**config.mk**
```make
export PLATFORM = sky130hd
export DESIGN_NAME = mtbd_ctrl
export DESIGN_NICKNAME = d
export VERILOG_FILES = /design/src/hw/rtl/mtbd_pkg.sv /design/src/hw/rtl/mtbd_ctrl.sv
export SDC_FILE = /design/constraint.sdc
export NUM_CORES = 1
export LEC_CHECK = 0
export BUFFER_PORTS_ARGS = -buffer_cell sky130_fd_sc_hd__buf_2
export CORE_AREA = 2 2 39 41
export DETAILED_ROUTE_END_ITERATION = 10
export DIE_AREA = 0 0 41 43
export GPL_TIMING_DRIVEN = 0
export MAX_ROUTING_LAYER = met4
export SETUP_SLACK_MARGIN = 0.1
export SLEW_MARGIN = 20
export SYNTH_ARGS = -nofsm -noshare
export SYNTH_HDL_FRONTEND = slang
export SYNTH_SLANG_ARGS = --single-unit
```
**constraint.sdc**
```tcl
create_clock -name aclk -period 1.9 [get_ports aclk]
set_input_delay 0.095 -clock aclk [delete_from_list [all_inputs] [get_ports aclk]]
set_output_delay 0.095 -clock aclk [all_outputs]
set_load 0.01 [all_outputs]
```
**src/hw/rtl/mtbd_pkg.sv**
```systemverilog
// ----------------------------------------------------------------------------
// mtbd_pkg: shared types and constants of the bounded mt19937 draw
// Holds the generator constants, the tempering function, the controller
// state type and the command and status bundles between the two halves.
// ----------------------------------------------------------------------------
package mtbd_pkg;

    localparam int unsigned WordW  = 32;
    localparam int unsigned ValW   = 31;
    localparam int unsigned IdxW   = 10;
    localparam int unsigned StepW  = 5;

    localparam logic [IdxW-1:0]  NumWords  = 10'd624;
    localparam logic [IdxW-1:0]  LastIdx   = 10'd623;
    localparam logic [IdxW-1:0]  FarShift  = 10'd397;
    localparam logic [StepW-1:0] LastStep  = 5'd30;

    localparam logic [WordW-1:0] MatrixA   = 32'h9908_B0DF;
    localparam logic [WordW-1:0] InitMul   = 32'h6C07_8965;
    localparam logic [WordW-1:0] TemperB   = 32'h9D2C_5680;
    localparam logic [WordW-1:0] TemperC   = 32'hEFC6_0000;

    // item codes
    localparam logic FuncReseed = 1'b0;
    localparam logic FuncDraw   = 1'b1;

    typedef enum logic [3:0] {
        ST_IDLE,
        ST_SEED_FIRST,
        ST_SEED_MUL,
        ST_SEED_WRITE,
        ST_READ_PAIR,
        ST_READ_FAR,
        ST_TWIST,
        ST_DIVIDE,
        ST_RESULT
    } mtbd_state_t;

    typedef struct packed {
        logic capture;
        logic seed_first;
        logic seed_mul;
        logic seed_write;
        logic read_far;
        logic twist;
        logic load_out;
    } mtbd_cmd_t;

    typedef struct packed {
        logic seed_last;
        logic div_done;
        logic out_full;
    } mtbd_stat_t;

    // standard output tempering
    function automatic logic [WordW-1:0] temper(input logic [WordW-1:0] y_in);
        logic [WordW-1:0] y;
        y = y_in;
        y = y ^ (y >> 11);
        y = y ^ ((y << 7) & TemperB);
        y = y ^ ((y << 15) & TemperC);
        y = y ^ (y >> 18);
        return y;
    endfunction

endpackage

```
**src/hw/rtl/mtbd_ctrl.sv**
```systemverilog
// ----------------------------------------------------------------------------
// mtbd_ctrl: controller of the bounded mt19937 draw
// Sequences the seeding walk, the read-twist-write of a draw, the remainder
// wait and the hand-off to the result register.
// ----------------------------------------------------------------------------
module mtbd_ctrl
    import mtbd_pkg::*;
(
    input  logic       aclk,
    input  logic       aresetn,
    input  logic       s_valid,
    input  logic       s_func,
    output logic       s_ready,
    input  mtbd_stat_t stat,
    output mtbd_cmd_t  cmd
);

    mtbd_state_t state_reg, state_next;

    // next state
    always_comb begin
        state_next = state_reg;
        case (state_reg)
            ST_IDLE: begin
                if (s_valid) begin
                    state_next = (s_func == FuncDraw) ? ST_READ_PAIR : ST_SEED_FIRST;
                end
            end
            ST_SEED_FIRST: state_next = ST_SEED_MUL;
            ST_SEED_MUL:   state_next = ST_SEED_WRITE;
            ST_SEED_WRITE: begin
                state_next = stat.seed_last ? ST_RESULT : ST_SEED_MUL;
            end
            ST_READ_PAIR:  state_next = ST_READ_FAR;
            ST_READ_FAR:   state_next = ST_TWIST;
            ST_TWIST:      state_next = ST_DIVIDE;
            ST_DIVIDE: begin
                if (stat.div_done) begin
                    state_next = ST_RESULT;
                end
            end
            ST_RESULT: begin
                if (!stat.out_full) begin
                    state_next = ST_IDLE;
                end
            end
            default: state_next = ST_IDLE;
        endcase
    end

    // outputs
    always_comb begin
        cmd     = '0;
        s_ready = 1'b0;
        case (state_reg)
            ST_IDLE: begin
                s_ready     = 1'b1;
                cmd.capture = s_valid;
            end
            ST_SEED_FIRST: cmd.seed_first = 1'b1;
            ST_SEED_MUL:   cmd.seed_mul   = 1'b1;
            ST_SEED_WRITE: cmd.seed_write = 1'b1;
            ST_READ_PAIR:  cmd            = '0;
            ST_READ_FAR:   cmd.read_far   = 1'b1;
            ST_TWIST:      cmd.twist      = 1'b1;
            ST_DIVIDE:     cmd            = '0;
            ST_RESULT:     cmd.load_out   = !stat.out_full;
            default:       cmd            = '0;
        endcase
    end

    // state register
    always_ff @(posedge aclk) begin
        if (!aresetn) begin
            state_reg <= ST_IDLE;
        end else begin
            state_reg <= state_next;
        end
    end

endmodule

```
### Yosys cells after proc, flatten, opt, wreduce, memory -nomap -nowiden

Cells that the tools add are included.

* equal/unequal tests: 11
* muxes and demuxes: 14
* reduce and logical (&&, ||, !) cells: 3

Operators with widths (number)
* 4-bit case mux with 9 select lines: 1
* 4-bit by 3-bit == test with 1-bit output, second input constant: 4
* 4-bit 2-to-1 mux: 4
* 4-bit by 2-bit == test with 1-bit output, second input constant: 2
* 1-bit 2-to-1 mux: 8
* 2-bit inequality test, second input constant: 3
* 4-bit by 1-bit == test with 1-bit output, second input constant: 1
* 4-bit == test, second input constant: 1
* 4-bit zero test: 1
* 3-bit 2-to-1 mux: 1
* 3-bit AND reduction: 1
* 1-bit zero test: 1

* flip-flop bits (word level): 4

### Depth between registers and ports, before layout

* depth after elaboration: 3
* mapped depth: 4

### Worst setup path after synthesis

Ideal clock, no wire load.

* kind: register -> register
* start point: register state_reg[2]
* end point: register state_reg[2]
* arrival: 1.017 ns
* required time: 1.842 ns
* setup slack: 0.826 ns
* stages on the path, launching flop included: 5
* buffers on the path: 1
* period minus slack after synthesis: 1.074 ns
* cell sequence: dfxtp_1 -> buf_6 -> nor4_4 -> and3_1 -> o21a_1

* word-level cells in the longest chain between the ends: 3
* elaborated cells between the ends (all ways): 14

Ends and longest elaborated chain
* start, declared: RTL line mtbd_ctrl.sv:18 `mtbd_state_t state_reg, state_next;`
* start signal, assigned: RTL line mtbd_ctrl.sv:77 `state_reg <= state_next;`
* 4-bit by 3-bit == test with 1-bit output, or another cell as far along: RTL line mtbd_ctrl.sv:23 `case (state_reg)`
* 2-bit inequality test (no line)
* 3-bit AND reduction (no line)

Several ways; a longest one is shown, not always the timed one.
A chain may end at the register's enable or synchronous reset.

==> flow_summary.ini <==
[cells_and_area]
final_nets = 61
largest_register_ffs = 4
drive_gt1_frac = 0.4231
diodes = 0
stdcell_count = 68
area_delta_synth_final_pct = 40.72

[routing]
drt-pass1-iter-count = 2
post-route-drc-count = 0
ant_nets = 0
num_vias = 288
vias_per_cell = 4.235
dr.first_iter.drc_count = 3
routed_wl_um = 631
wl_per_cell_um = 9.279

[logic_synthesis]
avgSynthCellArea_um2 = 7.900
synthArstFlopShare = 0
synth.most_common_cell = nor3_1
ys.flop_type = dfxtp_1
synth_area_leaders = dfxtp_1 29%, nor3_1 9.0%, nor4_4 7.7%, nand2b_1 6.8%, nor2_1 5.4%
synthCells = 35
yosysTopAreaCellShare = 0.2896
synth_top_area_cell = dfxtp_1
synthTopCellsByCount = 5 x nor3_1, 4 x dfxtp_1, 4 x nor2_1
yosysWarnings = 0
synth_nets = 42
synth-edff-count = 0
synth_cell_types = 20
syn_area_um2 = 276.5
yosysSeqAreaShare = 0.2896
ys_seq_elements = 4

[hold_path]
hold_path_class = in -> reg
hold_depth = 2
min-delay-start = aresetn
whs_endpoint = state_reg[2]$_SDFFE_PN0P_

[clocking]
cts_resized = 0
clock_latency_ns = 0.23
cts_buffers = 3
cts.clk_slew.worst_paths_ns = 0.04
cts_hold_buffers = 0
cts_sinks = 4
cts_tree = done
cts_max_path_buffers = 2
cts_root_buf = clkbuf_4
cts_max_level = 1
cts_setup_buffers = 0

[setup_path]
critPathTopFamily = simple AND/OR/NAND/NOR gates
crit_arrival_ns = 1.22
path_buf_inv = 1
cp_max_fo = 8
path_cells = nor4_4 > and2_2 > buf_2
crit-reg2reg-capture = state_reg[2]$_SDFFE_PN0P_
worst_setup_path_end_kind = output pin
slowest_stage = dfxtp_1
cpPeakStageDelay_ns = 0.38
required_ns = 1.80
ff2ff_path_depth = 3
worst_setup_path_start_kind = register
rr_startpoint = state_reg[3]$_SDFFE_PN0P_
path_class = reg -> out
reg2reg_slack_ns = 0.85

[sta]
rsz0062_at_grt = false
finalHoldViolCount = 0
fin_crit_ns = 1.314
timing.fmax_ghz = 0.7609
clock_skew_ns = 0.002570
worst_pin_slew_ns = 0.2958
post-route-period-util = 0.6917
setup_tns_ns = 0
max_slew_margin = 0.8025
drv_slew = 0
finalSetupViolCount = 0

[floorplan]
dieArea_um2 = 1763
die_x_um = 41
dieHeight_um = 43
coreArea_um2 = 1384
io_pins = 15
start_util = 0.1998
std_cell_rows = 14

[place]
port_buffers = 14
dp.cells = 65
dp_hpwl_um = 504.5
gp_congestion = 0.7026

[global_routing]
grt_usage = 0.08325
grt_pass1_wl_um = 924
overflow = 0
grt_max_degree = 10
grt_pass1_vias = 263
antenna_found_initial = 0

[run]
maxCapViolations = 0

[power]
ir_worst_vdd_mv = 0.2157
p_per_area_nw_per_um2 = 754.1
total_power_uw = 293.4
p_leak_uw = 0.0001859

[run_status]
status = finished, final reports clean
## cell families (layout without fill, tap and decap cells)
family / Yosys count / count (layout) / share of synthesized area
AND/OR/NAND/NOR: 21 / 21 / 0.4706
AO/OA/AOI/OAI: 6 / 6 / 0.1312
buffers and inverters: 3 / 20 / 0.07236
flip-flops: 4 / 4 / 0.2896
multiplexers: 1 / 1 / 0.03620
## where the power goes
part | internal (uW) | switching (uW)
logic | 44.5 | 47.5
registers | 92.0 | 7.75
clock network | 70.4 | 31.3
total | 207 | 86.6
## cells in the final DEF (no fill, tap or decap)
cell	synthesis	routed
o21ai_0	2	2
o21a_1	1	1
o31ai_1	1	1
nand4_1	1	1
nand2b_1	3	3
nor4_4	1	1
mux2i_1	1	1
buf_2	1	15
nor2_1	4	4
and3_1	1	1
dfxtp_1	4	4
buf_6	1	1
clkbuf_4	0	3
and3b_2	1	1
and2_2	1	1
inv_1	1	1
nand2_1	2	2
nor3_1	5	5
a31oi_1	1	1
a21oi_1	1	1
nor2b_1	2	2
## worst max path at each step
stage	startpoint	end	cells past startpoint
finish	state_reg[3]$_SDFFE_PN0P_	cmd[6]	3
global route	state_reg[3]$_SDFFE_PN0P_	cmd[6]	3
CTS	state_reg[3]$_SDFFE_PN0P_	cmd[6]	3
detailed placement	state_reg[3]$_SDFFE_PN0P_	cmd[6]	3
global placement	state_reg[3]$_SDFFE_PN0P_	cmd[6]	3
floorplan	state_reg[2]$_SDFFE_PN0P_	state_reg[2]$_SDFFE_PN0P_	4
## layer usage
layer,share of wire,up-vias,global-route usage
li1,-,156,-
met1,0.42,125,0.07692
met2,0.51,7,0.1313
met3,0.070,0,0.01571
met4,0,0,0.08000
met5,0,-,-
## metrics by stage
stage / area, um^2 / setup slack, ns / util / hold slack [ns]
floorplan: 276.5 / 0.8255 / - / 0.2125
global placement: 366.6 / 0.8189 / 0.2649 / 0.3556
detailed placement: 366.6 / 0.8198 / 0.2649 / 0.3547
CTS: 389.1 / 0.5641 / 0.2812 / 0.1062
global route: 389.1 / 0.4929 / 0.2812 / 0.1197
finish: 389.1 / 0.5858 / 0.2812 / 0.1131
## area by class of cell
cell class | count | area, um^2
Buffer | 2 | 16.27
Clock buffer | 3 | 22.52
Fill cell | 164 | 994.7
Inverter | 1 | 3.754
Multi-Input combinational cell | 28 | 176.4
Sequential cell | 4 | 80.08
Tap cell | 16 | 20.02
Timing Repair Buffer | 14 | 70.07
No activity file was read; power rests on OpenSTA's default activity.
